### src/rtl/u8d_pkg.sv
// ----------------------------------------------------------------------------
// u8d_pkg
// Shared types and constants for the UTF-8 validating decoder.
// ----------------------------------------------------------------------------
package u8d_pkg;

    localparam int unsigned ByteW  = 8;
    localparam int unsigned CpW    = 21;
    localparam int unsigned MinW   = 17;
    localparam int unsigned LeftW  = 2;

    localparam logic [ByteW-1:0] Mask2Lead = 8'h1F;
    localparam logic [ByteW-1:0] Mask3Lead = 8'h0F;
    localparam logic [ByteW-1:0] Mask4Lead = 8'h07;
    localparam logic [ByteW-1:0] MaskCont  = 8'h3F;

    localparam logic [MinW-1:0] Min2 = 17'h00080;
    localparam logic [MinW-1:0] Min3 = 17'h00800;
    localparam logic [MinW-1:0] Min4 = 17'h10000;

    localparam logic [CpW-1:0] CpLimit   = 21'h110000;
    localparam logic [CpW-1:0] SurrFirst = 21'h00D800;
    localparam logic [CpW-1:0] SurrLast  = 21'h00DFFF;

    typedef enum logic [2:0] {
        MODE_LEAD  = 3'b001,
        MODE_CONT  = 3'b010,
        MODE_TRASH = 3'b100
    } t_mode;

    typedef struct packed {
        logic           rune_valid;
        logic [CpW-1:0] code_point;
        logic           seq_error;
        logic           end_rune;
    } t_result;

endpackage

### src/rtl/u8d_stream_if.sv
// ----------------------------------------------------------------------------
// u8d_in_if / u8d_out_if
// Valid/ready channels for raw bytes in and decoded results out.
// ----------------------------------------------------------------------------
interface u8d_in_if;
    logic                        valid;
    logic                        ready;
    logic [u8d_pkg::ByteW-1:0]   data_byte;
    logic                        end_of_input;

    modport source (output valid, output data_byte, output end_of_input, input ready);
    modport sink   (input valid, input data_byte, input end_of_input, output ready);
endinterface

interface u8d_out_if;
    logic                        valid;
    logic                        ready;
    logic                        rune_valid;
    logic [u8d_pkg::CpW-1:0]     code_point;
    logic                        seq_error;
    logic                        end_rune;

    modport source (output valid, output rune_valid, output code_point,
                    output seq_error, output end_rune, input ready);
    modport sink   (input valid, input rune_valid, input code_point,
                    input seq_error, input end_rune, output ready);
endinterface

### src/rtl/utf8_validating_decoder.sv
// ----------------------------------------------------------------------------
// utf8_validating_decoder
// Decodes a UTF-8 byte stream into code points with full validation.
// ----------------------------------------------------------------------------
// Input channel i_in: one raw byte per transaction, or an end marker
// (end_of_input = 1, data_byte ignored). Output channel o_out: exactly one
// result per input transaction: a code point (rune_valid), an error
// (seq_error), an end marker (end_rune, with seq_error if a sequence was
// cut short), or an all-zero result while a sequence is in progress or
// bytes are dropped after an error.
// A byte lands in the input register at acceptance; the result register
// loads from the decode step when the input register advances. Throughput:
// one transaction per cycle while o_out is not stalled; the decode step
// between the two registers carries the per-byte state.
// When o_out stalls, the result register holds and the input register
// fills; i_in.ready drops only when both are full and the output is
// stalled. Synchronous active-low reset returns to lead-byte mode and
// empties both registers.
// ----------------------------------------------------------------------------
module utf8_validating_decoder (
    input  logic         i_clk,
    input  logic         i_rst_n,
    u8d_in_if.sink       i_in,
    u8d_out_if.source    o_out
);

    logic                          r_in_valid;
    logic [u8d_pkg::ByteW-1:0]     r_in_byte;
    logic                          r_in_eoi;
    logic                          r_out_valid;
    u8d_pkg::t_result              r_out;
    u8d_pkg::t_result              step_res;
    logic                          advance;

    assign advance    = r_in_valid && (!r_out_valid || o_out.ready);
    assign i_in.ready = !r_in_valid || advance;

    u8d_core u_core (
        .i_clk   (i_clk),
        .i_rst_n (i_rst_n),
        .i_step  (advance),
        .i_byte  (r_in_byte),
        .i_eoi   (r_in_eoi),
        .o_res   (step_res)
    );

    always_ff @(posedge i_clk) begin
        if (!i_rst_n) begin
            r_in_valid <= 1'b0;
        end else if (i_in.ready) begin
            r_in_valid <= i_in.valid;
        end
    end

    always_ff @(posedge i_clk) begin
        if (i_in.valid && i_in.ready) begin
            r_in_byte <= i_in.data_byte;
            r_in_eoi  <= i_in.end_of_input;
        end
    end

    always_ff @(posedge i_clk) begin
        if (!i_rst_n) begin
            r_out_valid <= 1'b0;
        end else if (advance) begin
            r_out_valid <= 1'b1;
        end else if (o_out.ready) begin
            r_out_valid <= 1'b0;
        end
    end

    always_ff @(posedge i_clk) begin
        if (advance) begin
            r_out <= step_res;
        end
    end

    assign o_out.valid      = r_out_valid;
    assign o_out.rune_valid = r_out.rune_valid;
    assign o_out.code_point = r_out.code_point;
    assign o_out.seq_error  = r_out.seq_error;
    assign o_out.end_rune   = r_out.end_rune;

endmodule

### src/rtl/u8d_core.sv
// ----------------------------------------------------------------------------
// u8d_core
// Decoder state and per-byte next-state / result logic.
// ----------------------------------------------------------------------------
module u8d_core (
    input  logic                          i_clk,
    input  logic                          i_rst_n,
    input  logic                          i_step,
    input  logic [u8d_pkg::ByteW-1:0]     i_byte,
    input  logic                          i_eoi,
    output u8d_pkg::t_result              o_res
);

    u8d_pkg::t_mode                   r_mode,  n_mode;
    logic [u8d_pkg::CpW-1:0]          r_accum, n_accum;
    logic [u8d_pkg::LeftW-1:0]        r_left,  n_left;
    logic [u8d_pkg::MinW-1:0]         r_min,   n_min;
    u8d_pkg::t_result                 res;
    logic [u8d_pkg::CpW-1:0]          cont_acc;
    logic                             is_lead;
    logic                             bad_value;

    assign cont_acc = {r_accum[u8d_pkg::CpW-7:0], i_byte[5:0]};
    assign is_lead  = i_byte inside {[8'h00:8'h7F], [8'hC0:8'hF7]};
    assign bad_value = (cont_acc < {4'b0, r_min}) || (cont_acc >= u8d_pkg::CpLimit) ||
                       (cont_acc >= u8d_pkg::SurrFirst && cont_acc <= u8d_pkg::SurrLast);

    always_comb begin
        logic take_lead;
        take_lead = 1'b0;
        n_mode    = r_mode;
        n_accum   = r_accum;
        n_left    = r_left;
        n_min     = r_min;
        res       = '0;

        case (r_mode)
            u8d_pkg::MODE_CONT: begin
                if (i_eoi) begin
                    n_mode        = u8d_pkg::MODE_LEAD;
                    res.seq_error = 1'b1;
                    res.end_rune  = 1'b1;
                end else if (i_byte[7:6] != 2'b10) begin
                    n_mode        = u8d_pkg::MODE_TRASH;
                    res.seq_error = 1'b1;
                end else begin
                    n_accum = cont_acc;
                    if (r_left > 2'd1) begin
                        n_left = r_left - 2'd1;
                    end else begin
                        n_left = '0;
                        if (bad_value) begin
                            n_mode        = u8d_pkg::MODE_TRASH;
                            res.seq_error = 1'b1;
                        end else begin
                            n_mode         = u8d_pkg::MODE_LEAD;
                            res.rune_valid = 1'b1;
                            res.code_point = cont_acc;
                        end
                    end
                end
            end
            u8d_pkg::MODE_TRASH: begin
                take_lead = i_eoi || is_lead;
            end
            default: begin
                take_lead = 1'b1;
            end
        endcase

        if (take_lead) begin
            n_mode = u8d_pkg::MODE_LEAD;
            if (i_eoi) begin
                res.end_rune = 1'b1;
            end else begin
                case (i_byte) inside
                    [8'h00:8'h7F]: begin
                        res.rune_valid = 1'b1;
                        res.code_point = {13'b0, i_byte};
                    end
                    [8'hC0:8'hDF]: begin
                        n_accum = {13'b0, i_byte & u8d_pkg::Mask2Lead};
                        n_left  = 2'd1;
                        n_min   = u8d_pkg::Min2;
                        n_mode  = u8d_pkg::MODE_CONT;
                    end
                    [8'hE0:8'hEF]: begin
                        n_accum = {13'b0, i_byte & u8d_pkg::Mask3Lead};
                        n_left  = 2'd2;
                        n_min   = u8d_pkg::Min3;
                        n_mode  = u8d_pkg::MODE_CONT;
                    end
                    [8'hF0:8'hF7]: begin
                        n_accum = {13'b0, i_byte & u8d_pkg::Mask4Lead};
                        n_left  = 2'd3;
                        n_min   = u8d_pkg::Min4;
                        n_mode  = u8d_pkg::MODE_CONT;
                    end
                    default: begin
                        n_mode        = u8d_pkg::MODE_TRASH;
                        res.seq_error = 1'b1;
                    end
                endcase
            end
        end
    end

    always_ff @(posedge i_clk) begin
        if (!i_rst_n) begin
            r_mode  <= u8d_pkg::MODE_LEAD;
            r_accum <= '0;
            r_left  <= '0;
            r_min   <= '0;
        end else if (i_step) begin
            r_mode  <= n_mode;
            r_accum <= n_accum;
            r_left  <= n_left;
            r_min   <= n_min;
        end
    end

    assign o_res = res;

    a_cont_has_left: assert property (@(posedge i_clk) disable iff (!i_rst_n)
        r_mode == u8d_pkg::MODE_CONT |-> r_left != '0)
        else $error("continuation mode with no bytes left");

    a_eoi_to_lead: assert property (@(posedge i_clk) disable iff (!i_rst_n)
        i_step && i_eoi |=> r_mode == u8d_pkg::MODE_LEAD)
        else $error("end of input did not return to lead mode");

    a_error_to_trash: assert property (@(posedge i_clk) disable iff (!i_rst_n)
        i_step && res.seq_error && !i_eoi |=> r_mode == u8d_pkg::MODE_TRASH)
        else $error("error without trash mode");

    a_rune_legal: assert property (@(posedge i_clk) disable iff (!i_rst_n)
        res.rune_valid |-> res.code_point < u8d_pkg::CpLimit && !res.seq_error)
        else $error("illegal code point emitted");

endmodule

### src/flat_wrapper.sv
// flat-port wrapper written by rule: the top's interface ports become plain ports
module utf8_validating_decoder_flat 
  (i_clk, i_rst_n, i_in_valid, i_in_data_byte, i_in_end_of_input, i_in_ready, o_out_valid, o_out_rune_valid, o_out_code_point, o_out_seq_error, o_out_end_rune, o_out_ready);
  u8d_in_if i_in_i ();
  u8d_out_if o_out_i ();
  input  logic i_clk;
  input  logic i_rst_n;
  input wire logic [$bits(i_in_i.valid)-1:0] i_in_valid;
  input wire logic [$bits(i_in_i.data_byte)-1:0] i_in_data_byte;
  input wire logic [$bits(i_in_i.end_of_input)-1:0] i_in_end_of_input;
  output wire logic [$bits(i_in_i.ready)-1:0] i_in_ready;
  output wire logic [$bits(o_out_i.valid)-1:0] o_out_valid;
  output wire logic [$bits(o_out_i.rune_valid)-1:0] o_out_rune_valid;
  output wire logic [$bits(o_out_i.code_point)-1:0] o_out_code_point;
  output wire logic [$bits(o_out_i.seq_error)-1:0] o_out_seq_error;
  output wire logic [$bits(o_out_i.end_rune)-1:0] o_out_end_rune;
  input wire logic [$bits(o_out_i.ready)-1:0] o_out_ready;
  assign i_in_i.valid = i_in_valid;
  assign i_in_i.data_byte = i_in_data_byte;
  assign i_in_i.end_of_input = i_in_end_of_input;
  assign i_in_ready = i_in_i.ready;
  assign o_out_valid = o_out_i.valid;
  assign o_out_rune_valid = o_out_i.rune_valid;
  assign o_out_code_point = o_out_i.code_point;
  assign o_out_seq_error = o_out_i.seq_error;
  assign o_out_end_rune = o_out_i.end_rune;
  assign o_out_i.ready = o_out_ready;
  utf8_validating_decoder u_core (.i_clk(i_clk), .i_rst_n(i_rst_n), .i_in(i_in_i), .o_out(o_out_i));
endmodule
### config.mk
export PLATFORM = sky130hd
export DESIGN_NAME = utf8_validating_decoder_flat
export DESIGN_NICKNAME = d
export VERILOG_FILES = /design/src/rtl/u8d_pkg.sv /design/src/rtl/u8d_stream_if.sv /design/src/rtl/utf8_validating_decoder.sv /design/src/rtl/u8d_core.sv /design/src/flat_wrapper.sv
export SDC_FILE = /design/constraint.sdc
export NUM_CORES = 1
export LEC_CHECK = 0
export BUFFER_PORTS_ARGS = -buffer_cell sky130_fd_sc_hd__buf_4
export CORE_UTILIZATION = 40
export CTS_CLUSTER_SIZE = 12
export DETAILED_ROUTE_END_ITERATION = 12
export HOLD_SLACK_MARGIN = 0.08
export SETUP_SLACK_MARGIN = 0.2
export SYNTH_ARGS = -nofsm -noshare
export SYNTH_HDL_FRONTEND = slang
export SYNTH_SLANG_ARGS = --single-unit
### constraint.sdc
create_clock -name i_clk -period 5.05 [get_ports i_clk]
set_clock_uncertainty 0.05 [all_clocks]
set_input_delay 0.7575 -clock i_clk [delete_from_list [all_inputs] [get_ports i_clk]]
set_output_delay 0.7575 -clock i_clk [all_outputs]
set_load 0.05 [all_outputs]
==> impl_metrics.json, run 1 <==
{
  "clk_pin_slew_ps": 60,
  "grt_max_degree": 28,
  "post-route-util": 0.512,
  "start_util": 0.419,
  "drv_slew": 0,
  "p_seq_frac": 0.497,
  "synth_edf_count": 33,
  "finalSetupTns_ps": 0,
  "rsz0062_at_grt": "no",
  "wire_per_inst_um": 14.9,
  "post_cts_resized": 0,
  "worstPathRequired_ps": 5210,
  "hold_class": "register to register",
  "tightest_slew_ps": 1040,
  "ant_nets": 0,
  "grt_overflow": 0,
  "synth_seq_cells": 58,
  "cpPeakStageDelay_ps": 600,
  "vias_per_cell": 5.24,
  "drc": 0,
  "rows": 28,
  "clkPwrFrac": 0.427,
  "cap_violations": 0,
  "timing.rr.start": "u_core.r_in_byte[5]",
  "power_density_nw_per_um2": 348,
  "reg2reg_setup_slack_ps": 2700,
  "grt_pass1_wl_um": 8220,
  "ys_types": 47,
  "fp.coreArea_um2": 5960,
  "critPathMaxFanout": 9,
  "first_pass_iters": 4,
  "drt_iter0_drc": 75,
  "avgSynthCellArea_um2": 11.8,
  "setup_viol": 0,
  "io_pins": 39,
  "fin_nets": 269,
  "vias": 1749,
  "path_cells": "nand3_1, nand3_2, or4_1, or4b_1, nor3b_1",
  "clockRootBuffer": "clkbuf_8",
  "syn-num-nets": 227,
  "crit_type": "register to register",
  "layout-drive-gt1-share": 0.228,
  "layout_commonest_cell": "buf_4",
  "clock_path_buffers": 2,
  "hpwl_um": 3360,
  "fin_crit_sh": 0.465,
  "layout_common_cells": "38 x buf_4, 33 x edfxtp_1, 25 x dfxtp_1",
  "ctsHoldBuffers": 0,
  "r2r_end": "u_core.u_core.r_left[0]",
  "reg2reg_depth": 5,
  "die_w_um": 81.0,
  "postCtsSetupBuffers": 0,
  "synthCells": 212,
  "power_w": 0.00106,
  "areaGrowthSynthToFinish_pct": 22.1,
  "synth_area_um2": 2500,
  "die-area_um2": 6560,
  "seq_area_frac_synth": 0.597,
  "grt_antenna_before_repair": 0,
  "switching_share": 0.231,
  "htreeDepth": 3,
  "numCtsBuffers": 9,
  "tritoncts": "built",
  "die_y_um": 81.0,
  "post-route-min-period_ps": 2350,
  "clkSinkCount": 58,
  "slowest_stage": "or4_1",
  "async_reset_ff_frac": 0,
  "ir_worst_vdd_uv": 205,
  "worst_slew_margin_rel": 0.304,
  "diodes": 0,
  "clkLatencyLatePin_ps": 330,
  "totalWireLength_um": 4970,
  "crit_start": "u_core.r_in_byte[5]",
  "cp.arrival_ps": 2510,
  "fmax_mhz": 426,
  "p_leak_nw": 1.24,
  "cp-end-kind": "register",
  "intPower_w": 0.000817,
  "ys_warn_count": 0,
  "cp-endpoint": "u_core.u_core.r_left[0]",
  "hold_viol_final": 0,
  "port_buffers": 38,
  "power_frac_comb": 0.076,
  "status": "complete, no violations",
  "gp_congestion": 0.747,
  "ys.flop_type": "edfxtp_1",
  "grt_pass1_vias": 1673,
  "grtUsageTotal": 0.174,
  "p_sw_w": 0.000245,
  "start_kind": "register"
}
[metrics by stage]
step                cell area, µm²  std cells  setup slack (ps)  hold WS (ps)
floorplan                     2500        212              2680           385
global placement              2840        318              2490           415
detailed placement            2840        318              2470           414
CTS                           3050        334              2710           423
global route                  3050        334              2610           444
finish                        3050        334              2700           424
[power by group through the flow]
stage,Sequential (W),Combinational (W),Clock [W]
global route,0.000529,0.0000868,0.000483
floorplan,0.000562,0.0000268,0
detailed placement,0.000537,0.0000814,0
finish,0.000527,0.0000808,0.000454
CTS,0.000527,0.0000816,0.000462
global placement,0.000537,0.0000808,0
[area by class of cell]
class | instances | area, µm²
Fill cell | 556 | 2910
Sequential cell | 58 | 1490
Multi-Input combinational cell | 142 | 948
Timing Repair Buffer | 38 | 285
Clock buffer | 10 | 128
Tap cell | 75 | 93.8
Clock inverter | 6 | 81.3
Inverter | 5 | 18.8
[critical path: cells and delay by family (launching register included)]
family | cells | cell delay [ps]
DFF | 1 | 510
and+or+nand+nor | 5 | 1660
[synth_stat cells, types with 2 or more instances]
cell type / instances / area, µm²
and2_1: 17 / 106
a211o_1: 2 / 17.5
clkbuf_1: 3 / 11.3
dfxtp_1: 25 / 500
o21a_1: 2 / 15.0
mux2i_1: 14 / 140
ha_1: 2 / 25.0
nand3_1: 7 / 35.0
nand2b_1: 4 / 25.0
edfxtp_1: 33 / 991
or2_2: 2 / 12.5
nor3b_1: 4 / 30.0
inv_1: 5 / 18.8
nand2_1: 14 / 52.6
nor2_1: 13 / 48.8
o21ai_0: 5 / 25.0
or4b_1: 2 / 20.0
a21oi_1: 6 / 30.0
a21boi_0: 8 / 60.1
nor4_1: 2 / 12.5
or4_1: 3 / 22.5
nor2b_1: 10 / 62.6
a211oi_1: 2 / 15.0
buf_2: 3 / 15.0
nand4_1: 2 / 12.5
[sequential cells by signal (all words and copies together) (netlist names), 2 cells and up]
| signal | flops |
|---|---|
| u_core.u_core.r_accum | 15 |
| u_core.u_core.r_left | 2 |
| u_core.u_core.r_min | 3 |
| u_core.o_out.code_point | 21 |
| u_core.u_core.r_mode | 3 |
| u_core.r_in_byte | 8 |
[metal layers]
metal / wire length, µm / global-route usage / vias up / part of all wire
met2: 2290 / 0.257 / 49 / 0.46
li1: - / - / 869 / -
met4: 105 / 0.116 / 0 / 0.021
met1: 2360 / 0.225 / 821 / 0.47
met5: 0 / 0 / - / 0
met3: 224 / 0.0416 / 10 / 0.045
[cells by family after synthesis]
group,Yosys count,synth area share
adders and majority gates,2,0.0100
muxes,14,0.0561
AOI/OAI and AO/OA,34,0.0977
buffers and inverters,12,0.0226
DFF,58,0.597
and+or+nand+nor,92,0.216
[how the worst min path moves through the flow]
stage	from	end	depth (start not counted)	slack (ps)
finish	u_core.u_core.r_min[11]	u_core.u_core.r_min[11]	2	420
global route	u_core.u_core.r_min[11]	u_core.u_core.r_min[11]	2	440
CTS	u_core.u_core.r_min[11]	u_core.u_core.r_min[11]	2	420
detailed placement	u_core.u_core.r_min[11]	u_core.u_core.r_min[11]	2	410
global placement	u_core.u_core.r_min[11]	u_core.u_core.r_min[11]	2	420
floorplan	u_core.u_core.r_min[11]	u_core.u_core.r_min[11]	2	390
No activity file was read; power rests on OpenSTA's default activity.
==> run 2, diff against run 1 <==
Clock period 5.05 ns to 2.4 ns, I/O delays scaled along.
==> run 2 against run 1 <==
  * First-iteration DRC count decreased by 8.0%
  * Register-to-register slack got worse by 2400 ps
  * Worst hold slack got worse by 280 ps
  * Via count increased by 5.3%
  * Utilization increased by 2.0 points
  * Critical path type unchanged
  * Highest routed layer unchanged
==> impl_metrics.json, run 2 (synthesized netlist as in run 1, its figures left out) <==
{
  "crit_type": "register to register",
  "vias_per_cell": 5.31,
  "grt_pass1_vias": 1794,
  "reg2reg_setup_slack_ps": 280,
  "grtUsageMet3": 0.0584,
  "holdPathEnd": "u_core.r_in_byte[7]",
  "finalSetupTns_ps": 0,
  "fp.coreArea_um2": 5960,
  "setup_viol": 0,
  "fin_crit_sh": 0.882,
  "cp.arrival_ps": 2170,
  "status": "complete, no violations",
  "die_w_um": 81.0,
  "grt_antenna_before_repair": 0,
  "reg2reg_depth": 5,
  "hold_viol_final": 0,
  "grt_busiest_layer": "met2",
  "drt_iter0_drc": 69,
  "rsz0062_at_grt": "yes",
  "ctsHoldBuffers": 0,
  "diodes": 0,
  "hold_depth": 1,
  "critPathMaxFanout": 15,
  "layout-drive-gt1-share": 0.276,
  "die_y_um": 81.0,
  "ant_nets": 0,
  "grtUsageTotal": 0.189,
  "totalWireLength_um": 5400,
  "htreeDepth": 3,
  "hold_start": "i_in_data_byte[7]",
  "layout_common_cells": "51 x buf_4, 33 x edfxtp_1, 25 x dfxtp_1",
  "numCtsBuffers": 9,
  "largest_reg_flops": 21,
  "clockRootBuffer": "clkbuf_8",
  "hpwl_um": 3840,
  "use_met1": 0.233,
  "power_density_nw_per_um2": 724,
  "grt_max_degree": 26,
  "tightest_slew_ps": 498,
  "timing.rr.start": "u_core.u_core.r_accum[7]",
  "fin_nets": 282,
  "vias": 1841,
  "drc": 0,
  "cp-end-kind": "register",
  "clk_pin_slew_ps": 70,
  "dp_cells": 330,
  "clock_path_buffers": 2,
  "start_kind": "register",
  "r2r_end": "u_core.o_out.code_point[6]",
  "cap_violations": 0,
  "ir_worst_vdd_uv": 379,
  "tritoncts": "built",
  "worstPathRequired_ps": 2450,
  "rows": 28,
  "layout_commonest_cell": "buf_4",
  "grt_pass1_wl_um": 8780,
  "port_buffers": 38,
  "clkLatencyLatePin_ps": 340,
  "fmax_mhz": 472,
  "clkSinkCount": 58,
  "first_pass_iters": 4,
  "wire_per_inst_um": 15.6,
  "areaGrowthSynthToFinish_pct": 26.8,
  "grtUsageMet2": 0.298,
  "hold_class": "input port to register",
  "fin_cells": 347,
  "post-route-min-period_ps": 2120,
  "gp_congestion": 0.853,
  "p_leak_nw": 1.31,
  "post-route-util": 0.532,
  "io_pins": 39,
  "grt_overflow": 0,
  "start_util": 0.419,
  "die-area_um2": 6560,
  "worst_slew_margin_rel": 0.663,
  "drv_slew": 0
}
run 2: repair_timing:
item / CTS / global route
buffers inserted: 0 / 1
gates resized for setup: 0 / 4
endpoints found under the setup margin: 0 / 25
run 2: critical path: stages (launching register included):
cell	delay, ps
dfxtp_1	350
or4_1	530
o21ai_0	260
nand3_1	190
and4b_4	280
a32o_1	210
run 2: layout make-up:
| cell class | instances | area [µm²] |
|---|---|---|
| Inverter | 5 | 18.8 |
| Fill cell | 552 | 2790 |
| Multi-Input combinational cell | 142 | 960 |
| Sequential cell | 58 | 1490 |
| Tap cell | 75 | 93.8 |
| Timing Repair Buffer | 51 | 383 |
| Clock buffer | 11 | 141 |
| Clock inverter | 5 | 77.6 |
run 2: metrics by stage:
step | hold slack, ps | instance area [µm²] | power (W) | worst slack [ps]
CTS | 134 | 3150 | 0.00230 | 237
global route | 122 | 3170 | 0.00237 | 193
floorplan | 385 | 2500 | 0.00124 | 258
finish | 140 | 3170 | 0.00229 | 283
detailed placement | 415 | 2930 | 0.00131 | 253
global placement | 400 | 2930 | 0.00131 | 295
run 2: metal layers:
layer	vias to the layer above	routed length (µm)
met5	-	0
met3	13	227
met1	895	2460
met2	43	2580
li1	890	-
met4	0	132
run 2: power by group:
| part | internal, W | switching (W) | leakage (nW) | total, W |
|---|---|---|---|---|
| clock | 0.000609 | 0.000390 | 0.109 | 0.000999 |
| combinational | 0.0000660 | 0.000120 | 0.680 | 0.000186 |
| sequential | 0.00108 | 0.0000219 | 0.521 | 0.00111 |
| total | 0.00176 | 0.000532 | 1.31 | 0.00229 |
run 2: worst max path at each step:
stage                                          from                         end  slack (ps)  cells past startpoint
after detailed placement  u_core.u_core.r_accum[13]  u_core.o_out.code_point[6]         250                      5
after global placement    u_core.u_core.r_accum[13]  u_core.o_out.code_point[6]         300                      5
after floorplan                  u_core.o_out.valid     u_core.u_core.r_left[0]         260                      6
after global routing      u_core.u_core.r_accum[13]  u_core.o_out.code_point[6]         190                      5
after CTS                 u_core.u_core.r_accum[13]  u_core.o_out.code_point[6]         240                      5
final                      u_core.u_core.r_accum[7]  u_core.o_out.code_point[6]         280                      5
